## config.mk

```make
export PLATFORM = sky130hd
export DESIGN_NAME = ipv4_cidr_text_validator_top
export DESIGN_NICKNAME = d
export VERILOG_FILES = /design/src/ipv4cv_pkg.sv /design/src/ipv4cv_char_class.sv /design/src/ipv4cv_scan.sv /design/src/ipv4_cidr_text_validator_top.sv
export SDC_FILE = /design/constraint.sdc
export NUM_CORES = 1
export LEC_CHECK = 0
export BUFFER_PORTS_ARGS = -buffer_cell sky130_fd_sc_hd__clkbuf_2
export CAP_MARGIN = 20
export CORE_ASPECT_RATIO = 0.7
export CORE_MARGIN = 2
export CORE_UTILIZATION = 55
export DETAILED_ROUTE_END_ITERATION = 16
export GPL_TIMING_DRIVEN = 0
export PLACE_DENSITY = 0.76
export SYNTH_ARGS = -nofsm -noshare
export SYNTH_HDL_FRONTEND = slang
export SYNTH_SLANG_ARGS = --single-unit
```

## constraint.sdc

```tcl
create_clock -name clock -period 3.5 [get_ports clock]
set_clock_uncertainty 0.15 [all_clocks]
set_input_delay 0.525 -clock clock [delete_from_list [all_inputs] [get_ports clock]]
set_output_delay 0.525 -clock clock [all_outputs]
set_load 0.1 [all_outputs]
```

## src/ipv4cv_pkg.sv

```systemverilog
// Shared types and constants for the IPv4 CIDR text validator.
package ipv4cv_pkg;

   // ASCII codes the scanner looks for.
   localparam logic [7:0] CH_ZERO  = 8'h30;
   localparam logic [7:0] CH_NINE  = 8'h39;
   localparam logic [7:0] CH_DOT   = 8'h2E;
   localparam logic [7:0] CH_SLASH = 8'h2F;

   // Limits and saturation points of the accumulators.
   localparam logic [8:0] OCTET_MAX      = 9'd255;
   localparam logic [8:0] OCTET_SAT      = 9'd256;
   localparam logic [5:0] PREFIX_MAX     = 6'd32;
   localparam logic [5:0] PREFIX_SAT     = 6'd33;
   localparam logic [2:0] OCTET_COUNT    = 3'd4;
   localparam logic [2:0] OCTETS_SAT     = 3'd7;
   localparam logic [1:0] PREFIX_CNT_SAT = 2'd3;

   // Classification of one character.
   typedef struct packed {
      logic       is_digit;
      logic       is_dot;
      logic       is_slash;
      logic [3:0] digit_val;
   } char_class_type;

   // Verdict produced by the scanner for one transfer.
   typedef struct packed {
      logic done;
      logic cidr_valid;
   } verdict_type;

endpackage

```

## src/ipv4cv_char_class.sv

```systemverilog
// Character classifier: digit, dot and slash detection with digit value.
module ipv4cv_char_class (
   input  logic [7:0]                 ch,
   output ipv4cv_pkg::char_class_type char_class
);
   import ipv4cv_pkg::*;

   logic [7:0] diff;

   // Compare against the ASCII codes and take the digit value from the offset.
   always_comb begin
      diff                 = ch - CH_ZERO;
      char_class.is_digit  = ch inside {[CH_ZERO:CH_NINE]};
      char_class.is_dot    = (ch == CH_DOT);
      char_class.is_slash  = (ch == CH_SLASH);
      char_class.digit_val = char_class.is_digit ? diff[3:0] : 4'd0;
   end

endmodule

```

## src/ipv4cv_scan.sv

```systemverilog
// Scanner state: octet and prefix accumulators, and the end-of-string verdict.
module ipv4cv_scan (
   input  logic                       clock,
   input  logic                       reset,
   input  logic                       step,
   input  logic                       end_marker,
   input  ipv4cv_pkg::char_class_type char_class,
   output ipv4cv_pkg::verdict_type    verdict
);
   import ipv4cv_pkg::*;

   logic       in_prefix_ff, in_prefix_in;
   logic [8:0] octet_value_ff, octet_value_in;
   logic       octet_has_digit_ff, octet_has_digit_in;
   logic [2:0] octets_seen_ff, octets_seen_in;
   logic [5:0] prefix_value_ff, prefix_value_in;
   logic [1:0] prefix_digit_count_ff, prefix_digit_count_in;
   logic       prefix_starts_zero_ff, prefix_starts_zero_in;
   logic       string_bad_ff, string_bad_in;

   logic [12:0] octet_wide;
   logic [8:0]  prefix_wide;
   logic        octet_bad;
   logic [2:0]  octets_closed;
   logic        prefix_ok;
   logic        ok;

   // Closing an octet flags it bad when empty or above 255, and counts it.
   always_comb begin
      octet_wide    = 13'(octet_value_ff) * 13'd10 + 13'(char_class.digit_val);
      prefix_wide   = 9'(prefix_value_ff) * 9'd10 + 9'(char_class.digit_val);
      octet_bad     = !octet_has_digit_ff || (octet_value_ff > OCTET_MAX);
      octets_closed = (octets_seen_ff < OCTETS_SAT) ? octets_seen_ff + 3'd1
                                                    : octets_seen_ff;
      prefix_ok     = (prefix_digit_count_ff != 2'd0) &&
                      (prefix_value_ff <= PREFIX_MAX) &&
                      !((prefix_digit_count_ff > 2'd1) && prefix_starts_zero_ff);
   end

   // Verdict on an end marker; the address-only case closes the last octet.
   always_comb begin
      if (in_prefix_ff) begin
         ok = prefix_ok && !string_bad_ff && (octets_seen_ff == OCTET_COUNT);
      end else begin
         ok = !octet_bad && !string_bad_ff && (octets_closed == OCTET_COUNT);
      end
      verdict.done       = step && end_marker;
      verdict.cidr_valid = ok;
   end

   // Next state for a character transfer; an end marker clears everything.
   always_comb begin
      in_prefix_in          = in_prefix_ff;
      octet_value_in        = octet_value_ff;
      octet_has_digit_in    = octet_has_digit_ff;
      octets_seen_in        = octets_seen_ff;
      prefix_value_in       = prefix_value_ff;
      prefix_digit_count_in = prefix_digit_count_ff;
      prefix_starts_zero_in = prefix_starts_zero_ff;
      string_bad_in         = string_bad_ff;
      if (end_marker) begin
         in_prefix_in          = 1'b0;
         octet_value_in        = 9'd0;
         octet_has_digit_in    = 1'b0;
         octets_seen_in        = 3'd0;
         prefix_value_in       = 6'd0;
         prefix_digit_count_in = 2'd0;
         prefix_starts_zero_in = 1'b0;
         string_bad_in         = 1'b0;
      end else if (in_prefix_ff) begin
         if (!char_class.is_digit) begin
            string_bad_in = 1'b1;
         end else begin
            if ((prefix_digit_count_ff == 2'd0) && (char_class.digit_val == 4'd0)) begin
               prefix_starts_zero_in = 1'b1;
            end
            if (prefix_digit_count_ff < PREFIX_CNT_SAT) begin
               prefix_digit_count_in = prefix_digit_count_ff + 2'd1;
            end
            prefix_value_in = (prefix_wide > 9'(PREFIX_SAT)) ? PREFIX_SAT
                                                             : prefix_wide[5:0];
         end
      end else if (char_class.is_digit) begin
         octet_has_digit_in = 1'b1;
         octet_value_in     = (octet_wide > 13'(OCTET_SAT)) ? OCTET_SAT
                                                            : octet_wide[8:0];
      end else if (char_class.is_dot || char_class.is_slash) begin
         if (octet_bad) begin
            string_bad_in = 1'b1;
         end
         octets_seen_in     = octets_closed;
         octet_value_in     = 9'd0;
         octet_has_digit_in = 1'b0;
         if (char_class.is_slash) begin
            in_prefix_in = 1'b1;
         end
      end else begin
         string_bad_in = 1'b1;
      end
   end

   // State registers advance on every accepted transfer.
   always_ff @(posedge clock) begin
      if (reset) begin
         in_prefix_ff          <= 1'b0;
         octet_value_ff        <= 9'd0;
         octet_has_digit_ff    <= 1'b0;
         octets_seen_ff        <= 3'd0;
         prefix_value_ff       <= 6'd0;
         prefix_digit_count_ff <= 2'd0;
         prefix_starts_zero_ff <= 1'b0;
         string_bad_ff         <= 1'b0;
      end else if (step) begin
         in_prefix_ff          <= in_prefix_in;
         octet_value_ff        <= octet_value_in;
         octet_has_digit_ff    <= octet_has_digit_in;
         octets_seen_ff        <= octets_seen_in;
         prefix_value_ff       <= prefix_value_in;
         prefix_digit_count_ff <= prefix_digit_count_in;
         prefix_starts_zero_ff <= prefix_starts_zero_in;
         string_bad_ff         <= string_bad_in;
      end
   end

endmodule

```

## src/ipv4_cidr_text_validator_top.sv

```systemverilog
// Top level of the IPv4 CIDR text validator: handshake and result register.
//
//   Channel | Ports                                   | Direction
//   --------+-----------------------------------------+-------------------
//   req     | req_valid, req_stall, req_ch,           | in (stall is out)
//           | req_end_marker                          |
//   rsp     | rsp_valid, rsp_stall, rsp_cidr_valid    | out (stall is in)
//
// One character is taken per cycle; each transfer updates the scanner state
// registers. An end marker loads the verdict into the result register, visible
// on rsp the cycle after its transfer. Reset clears the scanner and the result
// valid. While a verdict waits under rsp_stall, character transfers continue
// and only a further end marker is stalled.
module ipv4_cidr_text_validator_top (
   input  logic       clock,
   input  logic       reset,
   input  logic       req_valid,
   output logic       req_stall,
   input  logic [7:0] req_ch,
   input  logic       req_end_marker,
   output logic       rsp_valid,
   input  logic       rsp_stall,
   output logic       rsp_cidr_valid
);
   import ipv4cv_pkg::*;

   char_class_type char_class;
   verdict_type    verdict;
   logic           req_accept;
   logic           rsp_valid_ff, rsp_valid_in;
   logic           rsp_cidr_valid_ff, rsp_cidr_valid_in;

   // An end marker waits only while the result register holds a stalled verdict.
   assign req_stall  = req_end_marker && rsp_valid_ff && rsp_stall;
   assign req_accept = req_valid && !req_stall;

   ipv4cv_char_class u_char_class (
      .ch         (req_ch),
      .char_class (char_class)
   );

   ipv4cv_scan u_scan (
      .clock      (clock),
      .reset      (reset),
      .step       (req_accept),
      .end_marker (req_end_marker),
      .char_class (char_class),
      .verdict    (verdict)
   );

   // Result register: loads on a verdict, empties on an output transfer.
   always_comb begin
      rsp_valid_in      = rsp_valid_ff && rsp_stall;
      rsp_cidr_valid_in = rsp_cidr_valid_ff;
      if (verdict.done) begin
         rsp_valid_in      = 1'b1;
         rsp_cidr_valid_in = verdict.cidr_valid;
      end
   end

   always_ff @(posedge clock) begin
      if (reset) begin
         rsp_valid_ff <= 1'b0;
      end else begin
         rsp_valid_ff <= rsp_valid_in;
      end
      rsp_cidr_valid_ff <= rsp_cidr_valid_in;
   end

   assign rsp_valid      = rsp_valid_ff;
   assign rsp_cidr_valid = rsp_cidr_valid_ff;

endmodule
```

==> results of run 1 <==
Yosys cell counts, drive strengths merged, types with 2 or more instances:
library cell  instances  share of area (%)
o2111ai               3                1.3
nor2                 26                3.9
nor3                  9                2.3
a2111oi               2                1.5
clkbuf                6               0.90
and3                  6                1.6
mux2i                 2               0.80
nand4b                5                1.8
nand2b                3               0.75
nand3                13                2.6
nand2                27                4.2
a22o                  2               0.70
nand3b                2               0.60
o211ai                3               0.90
dfxtp                25                 20
xnor2                11                3.9
a31oi                 4                1.0
o41ai                 2               0.70
o21ai                18                3.6
xor2                  5                1.8
ha                   32                 16
or2                   3               0.85
inv                  16                2.4
or4                   2               0.60
a41oi                 4                1.4
o21a                  6                1.9
a21oi                18                3.6
and2                  7                1.8
a21o                 10                3.1
a22oi                 2               0.60
fa                    4                3.2
nor4                  2                1.1
o31ai                 4                1.2
routing by layer:
layer	global-route usage, %	vias to the layer above
met3	5.31	6
li1	-	1172
met1	35.3	1080
met5	0	-
met2	37.5	56
met4	3.40	0
sequential cells by signal, summed over array words and instances (netlist names):
name,flops
u_scan.octet_value_ff,9
rsp_cidr_valid,1
rsp_valid,1
u_scan.prefix_starts_zero_ff,1
u_scan.in_prefix_ff,1
u_scan.string_bad_ff,1
u_scan.prefix_digit_count_ff,2
u_scan.octet_has_digit_ff,1
u_scan.octets_seen_ff,3
u_scan.prefix_value_ff,6
cells by family (layout without fill, tap and decap cells):
| kind of cell | count (synthesis) | count (layout) | synth area share [%] |
|---|---|---|---|
| muxes | 2 | 2 | 0.803 |
| AOI/OAI and AO/OA | 86 | 86 | 24.4 |
| adders and majority gates | 36 | 36 | 19.3 |
| and+or+nand+nor | 114 | 114 | 25.3 |
| buffers and inverters | 22 | 45 | 3.31 |
| DFF | 26 | 26 | 21.3 |
| xor gates and xnor gates | 16 | 16 | 5.62 |
timing repair:
action,4_1_cts,5_1_grt
resized for setup,1,10
setup endpoints to repair,5,10
buffers inserted,2,2
pin swaps,1,4
through the flow:
step	hold WS, ns	setup WS, ns
floorplan	0.287	0.126
global placement	0.295	-0.354
detailed placement	0.305	-0.403
CTS	0.319	0.0131
global route	0.343	0.00600
finish	0.315	0.185
worst max-delay path, stage by stage:
cell       delay (ns)
clkbuf_2         0.13
and2_1           0.19
and3_2           0.25
and2_2           0.26
ha_1             0.32
a21o_1           0.21
a31oi_1          0.26
a21o_1           0.21
o2111ai_2        0.15
a2111oi_4        0.42
buf_4            0.18
o2111ai_1        0.11
o21ai_1          0.15
path summary, 6_finish.rpt:
| kind | to | from | slack, ns |
|---|---|---|---|
| worst max-delay path | u_scan.octet_value_ff[6] | req_ch[4] | 0.19 |
| worst min-delay path | u_scan.octet_has_digit_ff | u_scan.octet_has_digit_ff | 0.31 |
| worst max register to register | u_scan.octet_value_ff[6] | u_scan.octet_value_ff[1] | 0.20 |
| worst min register to register | u_scan.octet_has_digit_ff | u_scan.octet_has_digit_ff | 0.31 |
final cells by class:
cell class                      instances  area (sq um)  share of cell area (%)
Sequential cell                        26           532                    19.2
Clock inverter                          1          30.0                    1.08
Multi-Input combinational cell        254          1920                    69.0
Buffer                                  6          22.5                   0.811
Clock buffer                            3          41.3                    1.49
Timing Repair Buffer                   19           105                    3.79
Tap cell                               55          68.8                    2.48
Inverter                               16          60.1                    2.16
report_power, final:
group / total, mW / internal, mW / switching (mW)
Combinational: 0.0614 / 0.0197 / 0.0417
Sequential: 0.303 / 0.301 / 0.00218
Clock: 0.253 / 0.153 / 0.0997
==> results.cfg, run 1 <==
[run_status]
status = complete, no violations

[clocking]
h-tree-depth = 1
clkLatencyLatePin_ns = 0.27
clockBufferDepth = 2
path_clk_slew_ns = 0.09
cts_sinks = 26
hold_buffers = 0
cts_tree = yes
cts_buffers = 3
cts_root_buf = clkbuf_8

[routing]
wl_per_cell_microns = 15.1
wl_met1_mm = 2.94
met2_length_mm = 2.45
vias = 2314
wl_mm = 5.75
drtAntennaViolNets = 0
drcViolationCount = 0
drt_iter0_markers = 137
firstDrtPassIters = 5
wl_met3_microns = 331
vias_per_cell = 6.09
highest_layer = met4

[synth]
synth.distinct_cells = 62
synth_cells = 302
syn_area_per_cell_sq_um = 8.26
synth_flop_cell = dfxtp_1
synth-seq-cells = 26
async_flop_share_pct = 0
synthesis.nets = 351
ys_seq_area_share_pct = 21.3
netlist_area_sq_um = 2490
synth_warnings = 0
synth_enable_flop_cells = 1

[floorplan]
die_w_microns = 84.5
fp.dieH_microns = 60.3
initial_utilization_pct = 57.3
std_cell_rows = 20
pin_count = 16
die_area_sq_um = 5100
coreArea_sq_um = 4350

[place]
gp_congestion = 0.899
dpl_cell_area_sq_um = 2640
detailed_place_hpwl_mm = 4.63
dp.cells = 372
io_buffers = 15

[cells_and_area]
nets = 375
fin_cells = 380
final_common_cell = ha_1
fill_cells = 369
postLayoutCellArea_sq_um = 2780
area_growth_pct = 11.3
final_cell_mix = ha_1 (32), nor2_1 (26), nand2_1 (26)
drive_gt1_share_pct = 15.1
num_antenna_cells = 0
post-route-util_pct = 63.8

[sta]
setup_tns_ns = 0
slew_headroom_pct = 58.9
fmaxAchievable_mhz = 302
min_period_over_period_pct = 94.7
final_hold_viol_count = 0
period_needed_ns = 3.31
setup_viol_count_final = 0
worst_slew_pin_slew_ns = 0.614
final_max_slew_viol_count = 0
rsz0062_at_grt = false

[global_route]
grt_pass1_wl_mm = 9.85
grt_use_total_pct = 24.0
grt_max_degree = 16
antenna_found_initial = 0
overflow = 0
grt_pass1_vias = 2103

[worst_hold_path]
hp-class = flip-flop to flip-flop
min_path_cells = 2

[job]
max_cap_violations = 0

[worst_setup_path]
cp_max_fo = 6
end_kind = flip-flop
critPathLaunchType = input port
crit_arrival_ns = 3.38
worstSetupPathType = input port to flip-flop
critPathRequiredTime_ns = 3.56
ff2ff_path_depth = 11

[pwr]
peakVddDrop_v = 0.000201
p_leak_nw = 1.23
p_per_area_nw_per_um2 = 222
p_total_uw = 617
Note: power is estimated with default switching activity, not from simulation.
==> run 2, diff against run 1 <==
- ABC_AREA: not set -> 1
- CORE_UTILIZATION: 55 -> 58
- CTS_BUF_LIST: not set -> sky130_fd_sc_hd__clkbuf_4
- PLACE_DENSITY: 0.76 -> 0.8
==> results.cfg, run 2 <==
[sta]
final_hold_viol_count = 0
fmaxAchievable_mhz = 320
period_needed_ns = 3.12
slew_headroom_pct = 56.0
final_max_slew_viol_count = 0
rsz0062_at_grt = false
worst_slew_pin_slew_ns = 0.655
setup_tns_ns = 0
setup_viol_count_final = 0
min_period_over_period_pct = 89.2

[clocking]
cts_setup_buffers = 0
cts_sinks = 26
cts_tree = yes
path_clk_slew_ns = 0.14
cts_buffers = 3
cts_resized = 0
h-tree-depth = 1
clkLatencyLatePin_ns = 0.32
hold_buffers = 0
clockBufferDepth = 2
cts_root_buf = clkbuf_4

[cells_and_area]
post-route-util_pct = 65.1
regMostFlops = u_scan.octet_value_ff
fin_cells = 466
multi_input_area_sq_um = 1920
ff_latch_area_sq_um = 531
drive_gt1_share_pct = 13.4
final_common_cell = nand2_1
num_antenna_cells = 0
biggestRegsByFlops = u_scan.octet_value_ff (9), u_scan.prefix_value_ff (6), u_scan.octets_seen_ff (3)
largest_reg_flops = 9
nets = 461
final_cell_mix = nand2_1 (93), inv_1 (53), ha_1 (32)
area_growth_pct = 6.41
fill_cells = 393

[synth]
synth.distinct_cells = 42
syn_area_per_cell_sq_um = 6.88
ys_seq_area_share_pct = 19.7
synth_common_cells = nand2_1 (93), inv_1 (53), ha_1 (32), a21oi_1 (31), nor2_1 (31)
synth_area_leaders = dfxtp_1 (19%), ha_1 (15%), nand2_1 (13%)
synth_cells = 392
yosysMostFrequentCell = nand2_1
synthDominantCellAreaShare_pct = 18.6
async_flop_share_pct = 0
synth-seq-cells = 26
synth_flop_cell = dfxtp_1
yosys.area.top_type = dfxtp_1
netlist_area_sq_um = 2700
synth_warnings = 0
synth_enable_flop_cells = 1
synthesis.nets = 441

[place]
gp_congestion = 0.859
dp.cells = 462
detailed_place_hpwl_mm = 4.97
io_buffers = 15

[worst_setup_path]
end_kind = flip-flop
cp_max_fo = 8
crit_arrival_ns = 3.23
worstSetupPathType = flip-flop to flip-flop
critPathRequiredTime_ns = 3.61
critPathLaunchType = flip-flop

[pwr]
switching_share_pct = 27.2
combPwrFrac_pct = 13.6
p_per_area_nw_per_um2 = 175
internal_power_uw = 365
clock_power_share_pct = 25.3
p_leak_nw = 1.46
p_sw_uw = 136
peakVddDrop_v = 0.000247
pwr-share-seq_pct = 61.1

[routing]
vias_per_cell = 5.57
wl_per_cell_microns = 13.0
drcViolationCount = 0
drtAntennaViolNets = 0
wl_mm = 6.04
firstDrtPassIters = 7
vias = 2594
drt_iter0_markers = 201

[job]
max_cap_violations = 0

[run_status]
status = complete, no violations

[worst_hold_path]
hp-class = input port to flip-flop

[floorplan]
pin_count = 16
initial_utilization_pct = 61.2
die_w_microns = 85.5
die_area_sq_um = 5220
fp.dieH_microns = 61.0
coreArea_sq_um = 4400
std_cell_rows = 20

[global_route]
grt_max_degree = 15
antenna_found_initial = 0
overflow = 0
grt_pass1_vias = 2372
grt_pass1_wl_mm = 10.6
grt_use_total_pct = 25.3
[run 2: through the flow]
stage                     setup WS [ns]  instance area (sq um)  hold slack [ns]  total power [mW]
final                             0.378                   2870            0.255             0.501
after global routing              0.116                   2870            0.238             0.526
after CTS                         0.423                   2870            0.244             0.505
after detailed placement          0.321                   2840            0.313             0.380
after global placement            0.359                   2840            0.302             0.379
after floorplan                   0.386                   2700            0.286             0.359
[run 2: path summary, 6_finish.rpt]
kind	endpoint	from	slack (ns)	cells after the start
worst min-delay path	u_scan.octets_seen_ff[2]	reset	0.25	2
worst max register to register	u_scan.octet_value_ff[6]	u_scan.octet_value_ff[1]	0.38	14
worst max-delay path	u_scan.octet_value_ff[6]	u_scan.octet_value_ff[1]	0.38	14
worst min register to register	u_scan.octet_has_digit_ff	u_scan.octet_has_digit_ff	0.33	2
[run 2: layout make-up]
cell class,instances,share of cell area [%]
buffer,4,0.829
clock buffer,3,0.785
clock inverter,1,0.131
inverter,60,7.85
multi-input combinational,302,66.9
sequential,26,18.5
tap,55,2.40
timing repair buffer,15,2.62
[run 2: metal layers]
layer  part of all wire [%]  global-route usage (%)  up-vias
met4                   0.84                    4.76        0
li1                       -                       -     1343
met5                      0                       0        -
met2                     39                    39.0       99
met3                    8.5                    4.56        8
met1                     51                    37.8     1144
[run 2: logic make-up (layout without fill, tap and decap cells)]
logic type | after synthesis | in the layout | share of synthesized area, %
AND/OR/NAND/NOR | 203 | 203 | 37.1
buffers and inverters | 64 | 83 | 9.24
AO/OA/AOI/OAI | 51 | 51 | 11.3
adder cells (fa/ha/maj) | 36 | 36 | 17.8
flip-flops | 26 | 26 | 19.7
XOR/XNOR | 12 | 12 | 4.88
[run 2: power groups by stage]
stage	clock, mW	sequential, mW	combinational [mW]
4_1_cts	0.131	0.306	0.0679
2_1_floorplan	0	0.319	0.0398
3_3_place_gp	0	0.313	0.0660
6_report	0.127	0.306	0.0684
3_5_place_dp	0	0.313	0.0673
5_1_grt	0.143	0.307	0.0760
[run 2: worst max-delay path: stages (launching register included)]
cell and delay, ns:
dfxtp_1 0.44, ha_1 0.26, ha_1 0.24, fa_1 0.52, nand3_1 0.16, nand2_1 0.06, nand2_1 0.06, nand2_1 0.12
nor3_4 0.27, nand3_2 0.11, nand2_1 0.11, nand3_2 0.09, nor2_4 0.18, nand4_1 0.16, a21oi_1 0.15
==> run 3, diff against run 2 <==
- CORE_UTILIZATION: 58 -> 56
- CTS_BUF_LIST: sky130_fd_sc_hd__clkbuf_4 -> not set
- PLACE_DENSITY: 0.8 -> 0.77
==> results.cfg, run 3 (synthesis gave the netlist of run 2 again) <==
[clocking]
h-tree-depth = 1
cts_root_buf = clkbuf_8
hold_buffers = 0
clkLatencyLatePin_ns = 0.27
cts_setup_buffers = 0
cts_tree = yes
clockBufferDepth = 2
cts_resized = 0
cts_buffers = 3
cts_sinks = 26
path_clk_slew_ns = 0.09

[worst_setup_path]
crit_arrival_ns = 3.11
startpoint = u_scan.octet_value_ff[1]
crit_path_end = u_scan.octet_value_ff[7]
critPathRequiredTime_ns = 3.56
critPathLaunchType = flip-flop
rrSetupSlack_ns = 0.44
worstSetupPathType = flip-flop to flip-flop
ff2ff_path_depth = 12
cp_max_fo = 8
r2r_start = u_scan.octet_value_ff[1]
reg2reg_to = u_scan.octet_value_ff[7]
end_kind = flip-flop

[routing]
drt_iter0_markers = 174
wl_per_cell_microns = 12.8
vias_per_cell = 5.53
vias = 2586
drcViolationCount = 0
firstDrtPassIters = 4
drtAntennaViolNets = 0
wl_mm = 6.01

[cells_and_area]
postLayoutCellArea_sq_um = 2910
final_common_cell = nand2_1
area_growth_pct = 7.99
biggestRegsByFlops = u_scan.octet_value_ff (9), u_scan.prefix_value_ff (6), u_scan.octets_seen_ff (3)
drive_gt1_share_pct = 13.6
fill_cells = 435
nets = 461
num_antenna_cells = 0
regMostFlops = u_scan.octet_value_ff
final_cell_mix = nand2_1 (93), inv_1 (53), ha_1 (32)
largest_reg_flops = 9
fin_cells = 468

[sta]
final_hold_viol_count = 0
fmaxAchievable_mhz = 327
rsz0062_at_grt = false
final_max_slew_viol_count = 0
min_period_over_period_pct = 87.4
slew_headroom_pct = 51.9
setup_viol_count_final = 0
setup_ws_ns = 0.442
period_needed_ns = 3.06
worst_slew_pin_slew_ns = 0.716
setup_tns_ns = 0

[floorplan]
die_area_sq_um = 5390
std_cell_rows = 21
coreArea_sq_um = 4700
die_w_microns = 86.9
initial_utilization_pct = 57.3
fp.dieH_microns = 62.0
pin_count = 16

[worst_hold_path]
min_path_cells = 2
hp-class = input port to flip-flop

[global_route]
antenna_found_initial = 0
grt_use_total_pct = 23.3
overflow = 0
grt_pass1_vias = 2220
grt_pass1_wl_mm = 9.89
grt_max_degree = 16

[place]
gp_congestion = 0.833
dpl_cell_area_sq_um = 2840
io_buffers = 15
pre_cts_slack_ns = 0.252
dp.cells = 464
detailed_place_hpwl_mm = 4.89

[pwr]
p_per_area_nw_per_um2 = 204
p_total_uw = 595
peakVddDrop_v = 0.000392
p_leak_nw = 1.48

[run_status]
status = complete, no violations

[job]
max_cap_violations = 0
## run 3: cell count changes in the layout (fill, tap and decap cells not counted)
cell       previous run  this run
clkbuf_16             0         1
clkbuf_4              3         0
clkinv_1              3         2
clkbuf_8              0         3
## run 3: routing by layer
layer | vias up | part of all wire [%] | track usage [%]
met4 | 0 | 0.37 | 3.35
met3 | 4 | 6.9 | 4.10
met5 | - | 0 | 0
li1 | 1339 | - | -
met2 | 76 | 42 | 36.1
met1 | 1167 | 51 | 34.9
## run 3: where the power goes
| part | internal (mW) | total [mW] | switching, mW |
|---|---|---|---|
| sequential | 0.302 | 0.306 | 0.00349 |
| combinational | 0.0204 | 0.0682 | 0.0478 |
| clock | 0.124 | 0.221 | 0.0962 |
## run 3: worst max-delay path, stage by stage, from the launching register on
cell	delay, ns
dfxtp_1	0.43
ha_1	0.26
ha_1	0.24
fa_1	0.50
xor2_4	0.26
nand2_2	0.09
nor3_4	0.32
nand3_2	0.09
nand2_1	0.09
nand3_2	0.10
nor2_4	0.19
nand4_1	0.14
a21oi_1	0.14
## run 3: final cells by class
class | instances | area, sq um | share of cell area [%]
multi-input combinational | 302 | 1920 | 65.9
timing repair buffer | 15 | 75.1 | 2.58
sequential | 26 | 531 | 18.2
clock buffer | 4 | 66.3 | 2.28
inverter | 60 | 225 | 7.74
buffer | 4 | 23.8 | 0.817
tap | 57 | 71.3 | 2.45
## run 3: metrics by stage
stage          util (%)  hold slack (ns)
6_report           61.9            0.307
4_1_cts            61.9            0.301
2_1_floorplan         -            0.286
3_3_place_gp       60.5            0.301
5_1_grt            61.9            0.319
3_5_place_dp       60.5            0.307
## run 3: worst min-delay path by stage
stage,from,endpoint
after floorplan,u_scan.prefix_starts_zero_ff,u_scan.prefix_starts_zero_ff
after CTS,reset,u_scan.octets_seen_ff[2]
after global placement,u_scan.prefix_starts_zero_ff,u_scan.prefix_starts_zero_ff
final,reset,u_scan.octets_seen_ff[2]
after global routing,reset,u_scan.octets_seen_ff[2]
after detailed placement,u_scan.prefix_starts_zero_ff,u_scan.prefix_starts_zero_ff
